`src/hw/rtl/alps_pkg.sv`:
```
// Package: shared constants, codes and types of the LED serializer.
`timescale 1ns / 1ps
`default_nettype none
package alps_pkg;

    localparam int NUM_LEDS     = 8;
    localparam int LED_W        = (NUM_LEDS > 1) ? $clog2(NUM_LEDS) : 1;
    localparam int BITS_PER_LED = 24;
    localparam int BIT_W        = $clog2(BITS_PER_LED);
    localparam int COLOR_W      = 24;
    localparam int TICK_W       = 7;
    localparam int SLOTS_W      = 8;
    localparam int APB_AW       = 4;
    localparam int APB_DW       = 32;

    localparam logic [TICK_W-1:0]  PERIOD_RST  = TICK_W'(20);
    localparam logic [TICK_W-1:0]  HIGH1_RST   = TICK_W'(13);
    localparam logic [TICK_W-1:0]  HIGH0_RST   = TICK_W'(6);
    localparam logic [SLOTS_W-1:0] TRAIL_RST   = SLOTS_W'(50);
    localparam logic [BIT_W-1:0]   BIT_MSB     = BIT_W'(BITS_PER_LED - 1);
    localparam logic [LED_W-1:0]   LED_LAST    = LED_W'(NUM_LEDS - 1);

    typedef enum logic [1:0] {
        CMD_WRITE       = 2'd0,
        CMD_START       = 2'd1,
        CMD_TICK        = 2'd2,
        CMD_CLEAR_START = 2'd3
    } t_cmd;

    typedef enum logic [1:0] {
        REG_PERIOD = 2'd0,
        REG_HIGH1  = 2'd1,
        REG_HIGH0  = 2'd2,
        REG_TRAIL  = 2'd3
    } t_reg_idx;

    typedef enum logic {
        ST_IDLE = 1'b0,
        ST_EXEC = 1'b1
    } t_state;

    typedef struct packed {
        logic               we;
        logic               clr;
        logic [LED_W-1:0]   addr;
        logic [COLOR_W-1:0] data;
    } t_store_wr;

endpackage
`default_nettype wire

```
`src/hw/rtl/alps_color_store.sv`:
```
// Color store: one-port-read synchronous memory with per-entry valid bits.
`timescale 1ns / 1ps
`default_nettype none
module alps_color_store
    import alps_pkg::*;
(
    input  wire logic               i_clk,
    input  wire logic               i_rst_n,
    input  wire t_store_wr          i_wr,
    input  wire logic               i_rd_en,
    input  wire logic [LED_W-1:0]   i_rd_addr,
    output logic      [COLOR_W-1:0] o_rd_data
);

    logic [COLOR_W-1:0] r_mem [NUM_LEDS];
    logic [NUM_LEDS-1:0] r_vld;
    logic [COLOR_W-1:0] r_rd_data;
    logic               r_rd_vld;

    // Entries never written since reset or the last clear read as black.
    always_ff @(posedge i_clk) begin
        if (!i_rst_n) begin
            r_vld <= '0;
        end else if (i_wr.clr) begin
            r_vld <= '0;
        end else if (i_wr.we) begin
            r_vld[i_wr.addr] <= 1'b1;
        end
    end

    always_ff @(posedge i_clk) begin
        if (i_wr.we) begin
            r_mem[i_wr.addr] <= i_wr.data;
        end
    end

    always_ff @(posedge i_clk) begin
        if (i_rd_en) begin
            r_rd_data <= r_mem[i_rd_addr];
        end
    end

    always_ff @(posedge i_clk) begin
        if (!i_rst_n) begin
            r_rd_vld <= 1'b0;
        end else if (i_rd_en) begin
            r_rd_vld <= r_vld[i_rd_addr];
        end
    end

    assign o_rd_data = r_rd_vld ? r_rd_data : '0;

endmodule
`default_nettype wire

```
`src/hw/rtl/addressable_led_pwm_serializer.sv`:
```
// Top level: addressable LED serializer with color memory and APB registers.
//
//  channel | direction | handshake                | payload
//  --------+-----------+--------------------------+----------------------------------
//  in      | input     | i_in_valid / o_in_ready  | command, led_index, red, green, blue
//  out     | output    | o_out_valid / i_out_ready| line_level, busy_res, frame_done
//  cfg     | input     | psel/penable/pwrite      | paddr, pwdata -> prdata, pready
//
// Each word is accepted in the idle state, which launches the color memory
// read, and is then executed on the read data in the execute state, which
// loads the output register. The color memory read is registered.
// The result waits in the output register; a stalled output holds the
// execute step (and so the input) until the register is taken.
// Reset (i_rst_n low, synchronous) clears control state, the memory valid
// bits (the store reads black, no clearing pass) and restores register defaults.
`timescale 1ns / 1ps
`default_nettype none
module addressable_led_pwm_serializer
    import alps_pkg::*;
(
    input  wire logic              i_clk,
    input  wire logic              i_rst_n,
    // input words
    input  wire logic              i_in_valid,
    output logic                   o_in_ready,
    input  wire logic [1:0]        i_command,
    input  wire logic [2:0]        i_led_index,
    input  wire logic [7:0]        i_red,
    input  wire logic [7:0]        i_green,
    input  wire logic [7:0]        i_blue,
    // result words
    output logic                   o_out_valid,
    input  wire logic              i_out_ready,
    output logic                   o_line_level,
    output logic                   o_busy_res,
    output logic                   o_frame_done,
    // register port
    input  wire logic              psel,
    input  wire logic              penable,
    input  wire logic              pwrite,
    input  wire logic [APB_AW-1:0] paddr,
    input  wire logic [APB_DW-1:0] pwdata,
    output logic      [APB_DW-1:0] prdata,
    output logic                   pready
);

    // ------------------------------------------------------------------
    // Configuration registers
    // ------------------------------------------------------------------
    logic [TICK_W-1:0]  r_period;
    logic [TICK_W-1:0]  r_high1;
    logic [TICK_W-1:0]  r_high0;
    logic [SLOTS_W-1:0] r_trail;
    logic               cfg_wr;
    t_reg_idx           cfg_idx;

    assign pready  = 1'b1;
    assign cfg_idx = t_reg_idx'(paddr[3:2]);
    assign cfg_wr  = psel && penable && pwrite && pready;

    always_ff @(posedge i_clk) begin
        if (!i_rst_n) begin
            r_period <= PERIOD_RST;
            r_high1  <= HIGH1_RST;
            r_high0  <= HIGH0_RST;
            r_trail  <= TRAIL_RST;
        end else if (cfg_wr) begin
            case (cfg_idx)
                REG_PERIOD: r_period <= pwdata[TICK_W-1:0];
                REG_HIGH1:  r_high1  <= pwdata[TICK_W-1:0];
                REG_HIGH0:  r_high0  <= pwdata[TICK_W-1:0];
                REG_TRAIL:  r_trail  <= pwdata[SLOTS_W-1:0];
                default:    r_trail  <= r_trail;
            endcase
        end
    end

    always_comb begin
        case (cfg_idx)
            REG_PERIOD: prdata = APB_DW'(r_period);
            REG_HIGH1:  prdata = APB_DW'(r_high1);
            REG_HIGH0:  prdata = APB_DW'(r_high0);
            REG_TRAIL:  prdata = APB_DW'(r_trail);
            default:    prdata = '0;
        endcase
    end

    // ------------------------------------------------------------------
    // Sequencer
    // ------------------------------------------------------------------
    t_state r_state;
    t_state n_state;
    logic   in_fire;
    logic   exec_fire;
    logic   rd_en;

    assign in_fire = i_in_valid && o_in_ready;

    always_ff @(posedge i_clk) begin
        if (!i_rst_n) begin
            r_state <= ST_IDLE;
        end else begin
            r_state <= n_state;
        end
    end

    always_comb begin
        n_state = r_state;
        case (r_state)
            ST_IDLE: if (in_fire)   n_state = ST_EXEC;
            ST_EXEC: if (exec_fire) n_state = ST_IDLE;
            default: n_state = ST_IDLE;
        endcase
    end

    // Execute only when the output register is empty or being drained.
    always_comb begin
        o_in_ready = 1'b0;
        exec_fire  = 1'b0;
        rd_en      = 1'b0;
        case (r_state)
            ST_IDLE: begin
                o_in_ready = 1'b1;
                rd_en      = i_in_valid;
            end
            ST_EXEC: begin
                exec_fire = !o_out_valid || i_out_ready;
            end
            default: begin
                o_in_ready = 1'b0;
            end
        endcase
    end

    // Hold the accepted word for the execute step.
    t_cmd               r_cmd;
    logic [2:0]         r_led_index;
    logic [COLOR_W-1:0] r_color;

    always_ff @(posedge i_clk) begin
        if (in_fire) begin
            r_cmd       <= t_cmd'(i_command);
            r_led_index <= i_led_index;
            r_color     <= {i_green, i_red, i_blue};
        end
    end

    // ------------------------------------------------------------------
    // Frame state: LED, bit within LED, trailer slots, tick within slot
    // ------------------------------------------------------------------
    logic               r_sending,  n_sending;
    logic               r_in_data,  n_in_data;
    logic [LED_W-1:0]   r_led,      n_led;
    logic [BIT_W-1:0]   r_bitpos,   n_bitpos;
    logic [SLOTS_W-1:0] r_trail_cnt, n_trail_cnt;
    logic [TICK_W-1:0]  r_tick,     n_tick;

    logic [COLOR_W-1:0] rd_data;
    t_store_wr          st_wr;

    logic               res_line;
    logic               res_busy;
    logic               res_done;

    logic               cur_bit;
    logic [TICK_W-1:0]  high_ticks;
    logic [TICK_W-1:0]  period_eff;
    logic [TICK_W:0]    tick_inc;
    logic [SLOTS_W:0]   trail_inc;

    assign cur_bit    = rd_data[r_bitpos];
    assign high_ticks = cur_bit ? r_high1 : r_high0;
    // A zero period behaves as a one-tick slot.
    assign period_eff = (r_period == '0) ? TICK_W'(1) : r_period;
    assign tick_inc   = {1'b0, r_tick} + (TICK_W+1)'(1);
    assign trail_inc  = {1'b0, r_trail_cnt} + (SLOTS_W+1)'(1);

    always_comb begin
        n_sending   = r_sending;
        n_in_data   = r_in_data;
        n_led       = r_led;
        n_bitpos    = r_bitpos;
        n_trail_cnt = r_trail_cnt;
        n_tick      = r_tick;
        res_line    = 1'b0;
        res_done    = 1'b0;
        st_wr       = '0;

        case (r_cmd)
            CMD_TICK: begin
                if (r_sending) begin
                    res_line = r_in_data && (r_tick < high_ticks);
                    if (tick_inc >= {1'b0, period_eff}) begin
                        // Slot complete: advance to the next slot.
                        n_tick = '0;
                        if (r_in_data) begin
                            if (r_bitpos == '0) begin
                                n_bitpos = BIT_MSB;
                                if (r_led == LED_LAST) begin
                                    n_in_data   = 1'b0;
                                    n_trail_cnt = '0;
                                    res_done    = (r_trail == '0);
                                end else begin
                                    n_led = r_led + LED_W'(1);
                                end
                            end else begin
                                n_bitpos = r_bitpos - BIT_W'(1);
                            end
                        end else begin
                            if (trail_inc >= {1'b0, r_trail}) begin
                                res_done = 1'b1;
                            end else begin
                                n_trail_cnt = trail_inc[SLOTS_W-1:0];
                            end
                        end
                    end else begin
                        n_tick = tick_inc[TICK_W-1:0];
                    end
                    // Frame over: drop busy and rewind to the first slot.
                    if (res_done) begin
                        n_sending   = 1'b0;
                        n_in_data   = 1'b1;
                        n_led       = '0;
                        n_bitpos    = BIT_MSB;
                        n_trail_cnt = '0;
                        n_tick      = '0;
                    end
                end
            end
            CMD_WRITE: begin
                if (!r_sending && (int'(r_led_index) < NUM_LEDS)) begin
                    st_wr.we   = exec_fire;
                    st_wr.addr = LED_W'(r_led_index);
                    st_wr.data = r_color;
                end
            end
            CMD_START: begin
                if (!r_sending) begin
                    n_sending = 1'b1;
                end
            end
            CMD_CLEAR_START: begin
                if (!r_sending) begin
                    st_wr.clr = exec_fire;
                    n_sending = 1'b1;
                end
            end
            default: begin
                n_sending = r_sending;
            end
        endcase
    end

    // A tick reports busy when a frame was running; other words report the
    // state after the command.
    assign res_busy = (r_cmd == CMD_TICK) ? r_sending : n_sending;

    always_ff @(posedge i_clk) begin
        if (!i_rst_n) begin
            r_sending   <= 1'b0;
            r_in_data   <= 1'b1;
            r_led       <= '0;
            r_bitpos    <= BIT_MSB;
            r_trail_cnt <= '0;
            r_tick      <= '0;
        end else if (exec_fire) begin
            r_sending   <= n_sending;
            r_in_data   <= n_in_data;
            r_led       <= n_led;
            r_bitpos    <= n_bitpos;
            r_trail_cnt <= n_trail_cnt;
            r_tick      <= n_tick;
        end
    end

    // Color memory: read the current LED when a word is accepted.
    alps_color_store u_store (
        .i_clk     (i_clk),
        .i_rst_n   (i_rst_n),
        .i_wr      (st_wr),
        .i_rd_en   (rd_en),
        .i_rd_addr (r_led),
        .o_rd_data (rd_data)
    );

    // ------------------------------------------------------------------
    // Output register
    // ------------------------------------------------------------------
    logic r_out_valid;
    logic r_line;
    logic r_busy;
    logic r_done;

    always_ff @(posedge i_clk) begin
        if (!i_rst_n) begin
            r_out_valid <= 1'b0;
        end else if (exec_fire) begin
            r_out_valid <= 1'b1;
        end else if (i_out_ready) begin
            r_out_valid <= 1'b0;
        end
    end

    always_ff @(posedge i_clk) begin
        if (exec_fire) begin
            r_line <= res_line;
            r_busy <= res_busy;
            r_done <= res_done;
        end
    end

    assign o_out_valid  = r_out_valid;
    assign o_line_level = r_line;
    assign o_busy_res   = r_busy;
    assign o_frame_done = r_done;

endmodule
`default_nettype wire

```
`config.mk`:
```
export PLATFORM = sky130hd
export DESIGN_NAME = addressable_led_pwm_serializer
export DESIGN_NICKNAME = d
export VERILOG_FILES = /design/src/hw/rtl/alps_pkg.sv /design/src/hw/rtl/alps_color_store.sv /design/src/hw/rtl/addressable_led_pwm_serializer.sv
export SDC_FILE = /design/constraint.sdc
export NUM_CORES = 1
export LEC_CHECK = 0
export BUFFER_PORTS_ARGS = -buffer_cell sky130_fd_sc_hd__buf_2
export CORE_MARGIN = 2
export CORE_UTILIZATION = 50
export DETAILED_ROUTE_END_ITERATION = 10
export GPL_ROUTABILITY_DRIVEN = 0
export PLACE_DENSITY_LB_ADDON = 0.1
export SYNTH_ARGS = -nofsm -noshare
export SYNTH_HDL_FRONTEND = slang
export SYNTH_SLANG_ARGS = --single-unit
```
`constraint.sdc`:
```
create_clock -name i_clk -period 4 [get_ports i_clk]
set_clock_uncertainty 0.15 [all_clocks]
set_input_delay 0.4 -clock i_clk [delete_from_list [all_inputs] [get_ports i_clk]]
set_output_delay 0.4 -clock i_clk [all_outputs]
set_load 0.05 [all_outputs]
```
# Word-level counts from Yosys, hierarchy flattened
# Memories as Yosys holds them, arrays and structs flattened. A register that Yosys moved wholly into a read port is not among the register bits.
# Cells that the tools add are included.
[totals]
reg_bits = 97
latchBits = 0
ram_bits = 192
romBits = 0
input_bits = 72
output_inout_bits = 38
elab_cells = 132
memories = 1
[mem_list]
columns = ["name", "depth", "width", "read_ports", "rd_ports_with_merged_regs", "write_ports", "line", "text"]
rows = [
  ["u_store.r_mem", 8, 24, 1, 1, 1, "alps_color_store.sv:15", "logic [COLOR_W-1:0] r_mem [NUM_LEDS];"],
]
[op_classes]
addsub = 4
mul = 0
n_div = 0
n_lt_le_gt_ge = 7
n_eq_ne = 11
shifts = 0
muxes = 58
bitwise_logic = 3
n_reduce_logical = 28
[op_table]
columns = ["operator", "n"]
rows = [
  ["$pmux 32 s4", 1],
  ["$mux 27", 2],
  ["$mux 8", 6],
  ["$mux 1", 30],
  ["$mux 7", 4],
  ["$mux 24", 1],
  ["$mux 5", 4],
  ["$mux 3", 5],
  ["$reduce_and 7->1", 2],
  ["$reduce_and 2->1", 5],
  ["$add 8x1->9 const B", 1],
  ["$ge 9x8->1", 1],
  ["$add 7x1->8 const B", 1],
  ["$eq 2x2->1 const B", 4],
  ["$ge 8x7->1", 1],
  ["$logic_not 8->1", 1],
  ["$lt 3x4->1 const B", 2],
  ["$or 8x8->8", 1],
  ["$reduce_bool 2->1", 4],
  ["$logic_not 7->1", 1],
  ["$lt 7x7->1", 1],
  ["$lt 5x6->1 const B", 1],
  ["$ne 3x1->1 const B", 2],
  ["$bmux 1 s5", 1],
  ["20 further kinds", 29],
]

# Logic depth before layout (Yosys ltp)
[logic_depth]
ltp_word = 11
ltp_mapped = 14
ltp_nobuf = 12

# Cells and area by module
# Synthesis repeated with hierarchy kept, for this count alone.
[unflattened]
cells_unflattened = 857
area_unflattened_um2 = 13525.5
[by_module_without_submodules]
columns = ["module", "n_inst", "cells_each", "area_per_inst_um2"]
rows = [
  ["alps_color_store", 1, 370, 8658.3],
  ["addressable_led_pwm_serializer", 1, 487, 4867.2],
]

# Least setup slack after synthesis
# No wires, ideal clock.
[synth_path]
path_type = "reg2reg"
startpoint = "reg r_out_valid (netlist: o_out_valid)"
endpoint = "mem u_store.r_mem[1][0] (enable)"
setup_time_ns = 0.438
t_arrival_ns = 2.929
required_time_ns = 3.412
slack_ns = 0.484
path_stages_with_launch = 6
period_less_slack_ns = 3.516
path_cell_list = "dfxtp_1 > nand2b_1 > and2_1 > clkbuf_1 > nand3_1 > nor3_1"
[synth_via]
elab_chain_cells = 7
[synth_rtl]
columns = ["item", "line", "text"]
rows = [
  ["start, declared", "addressable_led_pwm_serializer.sv:289", "logic r_out_valid;"],
  ["start signal, assigned", "addressable_led_pwm_serializer.sv:296", "r_out_valid <= 1'b0;"],
  ["start signal, assigned", "addressable_led_pwm_serializer.sv:298", "r_out_valid <= 1'b1;"],
  ["start signal, assigned", "addressable_led_pwm_serializer.sv:300", "r_out_valid <= 1'b0;"],
  ["$logic_not 1->1", "addressable_led_pwm_serializer.sv:127", "exec_fire = !o_out_valid || i_out_ready;"],
  ["$logic_or 1x1->1", "addressable_led_pwm_serializer.sv:127", ""],
  ["$mux 1", "addressable_led_pwm_serializer.sv:121", "case (r_state)"],
  ["named net exec_fire", "addressable_led_pwm_serializer.sv:94", "logic exec_fire;"],
  ["$mux 1", "addressable_led_pwm_serializer.sv:231", "if (!r_sending && (int'(r_led_index) < NUM_LEDS)) begin"],
  ["$mux 1", "addressable_led_pwm_serializer.sv:189", "case (r_cmd)"],
  ["$mux 1", "alps_color_store.sv:32", "if (i_wr.we) begin"],
  ["$mux 1 (implied by the code)", "alps_color_store.sv:33", "r_mem[i_wr.addr] <= i_wr.data;"],
  ["end, declared", "alps_color_store.sv:15", ""],
]
# The timed path passes the listed nets, and every way through them passes these cells.

# Worst setup path in the final report
[layout_path]
startpoint = "reg r_bitpos[2]"
endpoint = "reg r_line (netlist: o_line_level) (data pin)"
[layout_via]
elab_chain_cells = 5
[layout_rtl]
columns = ["item", "line", "text"]
rows = [
  ["start, declared", "addressable_led_pwm_serializer.sv:154", "logic [BIT_W-1:0] r_bitpos, n_bitpos;"],
  ["start signal, assigned", "addressable_led_pwm_serializer.sv:270", "r_bitpos <= n_bitpos;"],
  ["$bmux 1 s5", "addressable_led_pwm_serializer.sv:171", "assign cur_bit = rd_data[r_bitpos];"],
  ["$mux 1 (implied by the code)", "addressable_led_pwm_serializer.sv:171", ""],
  ["$mux 7", "addressable_led_pwm_serializer.sv:172", "assign high_ticks = cur_bit ? r_high1 : r_high0;"],
  ["$lt 7x7->1", "addressable_led_pwm_serializer.sv:192", "res_line = r_in_data && (r_tick < high_ticks);"],
  ["$logic_and 1x1->1", "addressable_led_pwm_serializer.sv:192", ""],
  ["end signal, assigned", "addressable_led_pwm_serializer.sv:306", "r_line <= res_line;"],
  ["end, declared", "addressable_led_pwm_serializer.sv:290", "logic r_line;"],
]
# Every way passes these cells. The select of a mux whose other input is x is not followed.
# A chain may end at the register's enable or synchronous reset.

==> metrics <==
# rows=about 60; full die area=27900 sq um; H-tree depth=2; I/O pin cnt=between 100 and 150; Max Fclk=281 MHz; max-cap violations=0; Post-Place Cell Area=roughly 14000 sq um; vias per std cell=5.63; vias=7319; Post-CTS Hold Buffers=30; drt first pass iters=5; # nets final=1037; DR DRC count=0; combinational fraction of design power=4.1%; CP Class=flop to flop; Pwr Total=around 6.8 mW; post-synthesis cell count=839; Critical Path Sink Type=flop; Yosys reg bits=roughly 310; pre-CTS setup slack=0.505 ns; largest net degree at the start of global routing=63; unrepaired setup endpoints after global routing=false; Final WS setup=0.439 ns; top fanout value on the critical path=13; top-count cell post-synth=edfxtp_1; Top FF cell, synth=edfxtp_1; clock buffer depth=3; Rel. slew slack=33.6%; LEAKAGE=5.45 nW; Clk Latency, worst-skew pair=about 0.51 ns; setup_tns=0 ns; Final Hold Fails=0; Netlist Area Pre-Place=13300 sq um; Post-synth EDFFs=248; share of cells above drive strength 1=24.2%; CP max stage delay=0.63 ns; CP top delay family=compound AO/OA/AOI/OAI gates; Ys Warns=0; vias in the first global route=7714; CP startpoint kind=flop; outcome=complete, no violations; Internal=roughly 5.4 mW; Yosys cell types=70; Worst-Margin Slew=0.996 ns; CTS tree=yes; chip height=167 microns; Post-Route WL=27.4 mm; DR iter-0 viols=588; Yosys top cell area share=between 50% and 60%; grt total ovfl=0; DR WL/cell=21.1 microns; syn avg cell area=approximately 16 sq um; Buf/Inv on CP=1; cell mode on critical path=mux2i_1; Slew Limit Fails=0; Util after Layout=between 50% and 60%; final instance area=15300 sq um; root buffer cell=clkbuf_16; CTS sink cnt=313; Clock transition at path regs=~0.06 ns; # diodes=0; post-route ant nets=0; DP HPWL=16.0 mm; Post-synth top cells=edfxtp_1 (248), dfxtp_1 (65), mux4_2 (58); Die W=about 170 microns; final setup vio count=0; total setup buffers inserted after CTS=0; Sequential Power Share=52.2%; Starting Density=51.0%; core footprint=26100 sq um; Clk pwr share=about 44%; sw frac=21.3%; Critical Path, Cell by Cell=buf_4 -> mux2i_1 -> a311o_1 -> o211ai_2 -> mux2i_1 -> ha_1 -> nand4_1 -> nor2_1 -> o21ai_0 -> and3_1 -> nand4b_1 -> o211ai_1; worst vdd ir=about 0.36 mV; period utilization=roughly 90%; CP max stage cell=dfxtp_1; critical path data arrival time=3.63 ns; Post-synth ARST share=0%; Sw Pwr=between 1 and 1.5 mW; Synth area leaders=edfxtp_1 (56%), mux4_2 (9.8%), dfxtp_1 (9.8%), mux2_2 (2.5%), ha_1 (2.4%); final critical-path required period=3.56 ns; Buffers on Ports=58; Pwr Density=448 nW/um^2; required time of the worst setup path=4.07 ns; initial antenna violation count=0; Hold Path Class=input port to flop; Global Route Usage Sum=20.0%; first-pass GRT wire length=43.3 mm; most area-hungry cell type in the Yosys netlist=edfxtp_1; total CTS buffers=35; post-synthesis sequential area ratio=approximately 66%; synth-to-layout area growth=14.8%; Post-CTS Resized=0
-- flip-flops by register name, summed over array words and instances (netlist names), 2 cells and up --
signal,cells
r_period,7
u_store.r_mem,192
u_store.r_rd_data,24
r_bitpos,5
r_high0,7
u_store.r_vld,8
r_tick,7
r_trail,8
r_cmd,2
r_led_index,3
r_high1,7
r_color,24
r_trail_cnt,8
r_led,3
-- worst paths after layout --
kind,start,to,slack (ns),cells past startpoint
hold / removal,i_in_valid,r_state,0.03,3
hold reg to reg,u_store.r_vld[5],u_store.r_vld[5],0.32,1
setup / recovery,r_bitpos[2],o_line_level,0.44,12
setup reg to reg,r_bitpos[2],o_line_level,0.44,12
-- layout make-up --
type	count	area [sq um]
Clock buffer	43	906
Clock inverter	19	166
Fill cell	1987	10800
Inverter	19	71.3
Multi-Input combinational cell	466	4240
Sequential cell	313	8750
Tap cell	335	419
Timing Repair Buffer	104	723
-- worst min-delay path: stages --
cell and delay [ns]:
buf_2 0.09, o21ai_0 0.06, nor2_1 0.10
-- placed cells by master, fill, tap and decap left out, types with 11 or more instances in the layout --
cell,count
nor2_1,16
buf_4,15
buf_2,58
clkbuf_16,35
dlygate4sd3_1,30
mux2i_1,30
nand2_1,46
o21ai_0,11
nor2b_1,20
ha_1,26
a21boi_0,12
nand3_1,36
edfxtp_1,248
and2_1,25
conb_1,25
mux4_2,58
dfxtp_1,63
inv_1,19
mux2_2,29
-- layer usage --
layer  GRT usage [%]  routed length [microns]  vias up
li1                -                        -     3405
met1            25.8                    11500     3672
met2            35.3                    14100      194
met3            3.07                     1150       48
met4            5.88                      662        0
met5               0                        0        -
-- metrics by stage --
step,instances,hold slack (ns)
2_1_floorplan,862,0.285
3_3_place_gp,1207,0.291
3_5_place_dp,1207,0.306
4_1_cts,1299,0.0287
5_1_grt,1299,0.0551
6_report,1299,0.0336
-- logic make-up (layout without fill, tap and decap cells) --
logic type	after synthesis	count (layout)	share of synthesized area, %
AO/OA/AOI/OAI	88	88	5.15
XOR/XNOR	11	11	0.724
adder cells (fa/ha/maj)	26	26	2.45
buffers and inverters	83	185	3.28
flip-flops	313	313	65.8
multiplexers	117	117	14.5
other	2	25	0.0565
AND/OR/NAND/NOR	199	199	8.04
-- power groups by stage --
stage,registers (mW),clock network [mW],logic (mW)
after floorplan,3.65,0,0.193
after CTS,3.58,3.07,0.281
final,3.58,2.99,0.279
after global routing,3.58,3.20,0.302
after global placement,3.64,0,0.249
after detailed placement,3.65,0,0.258
Note: power is estimated with default switching activity, not from simulation.
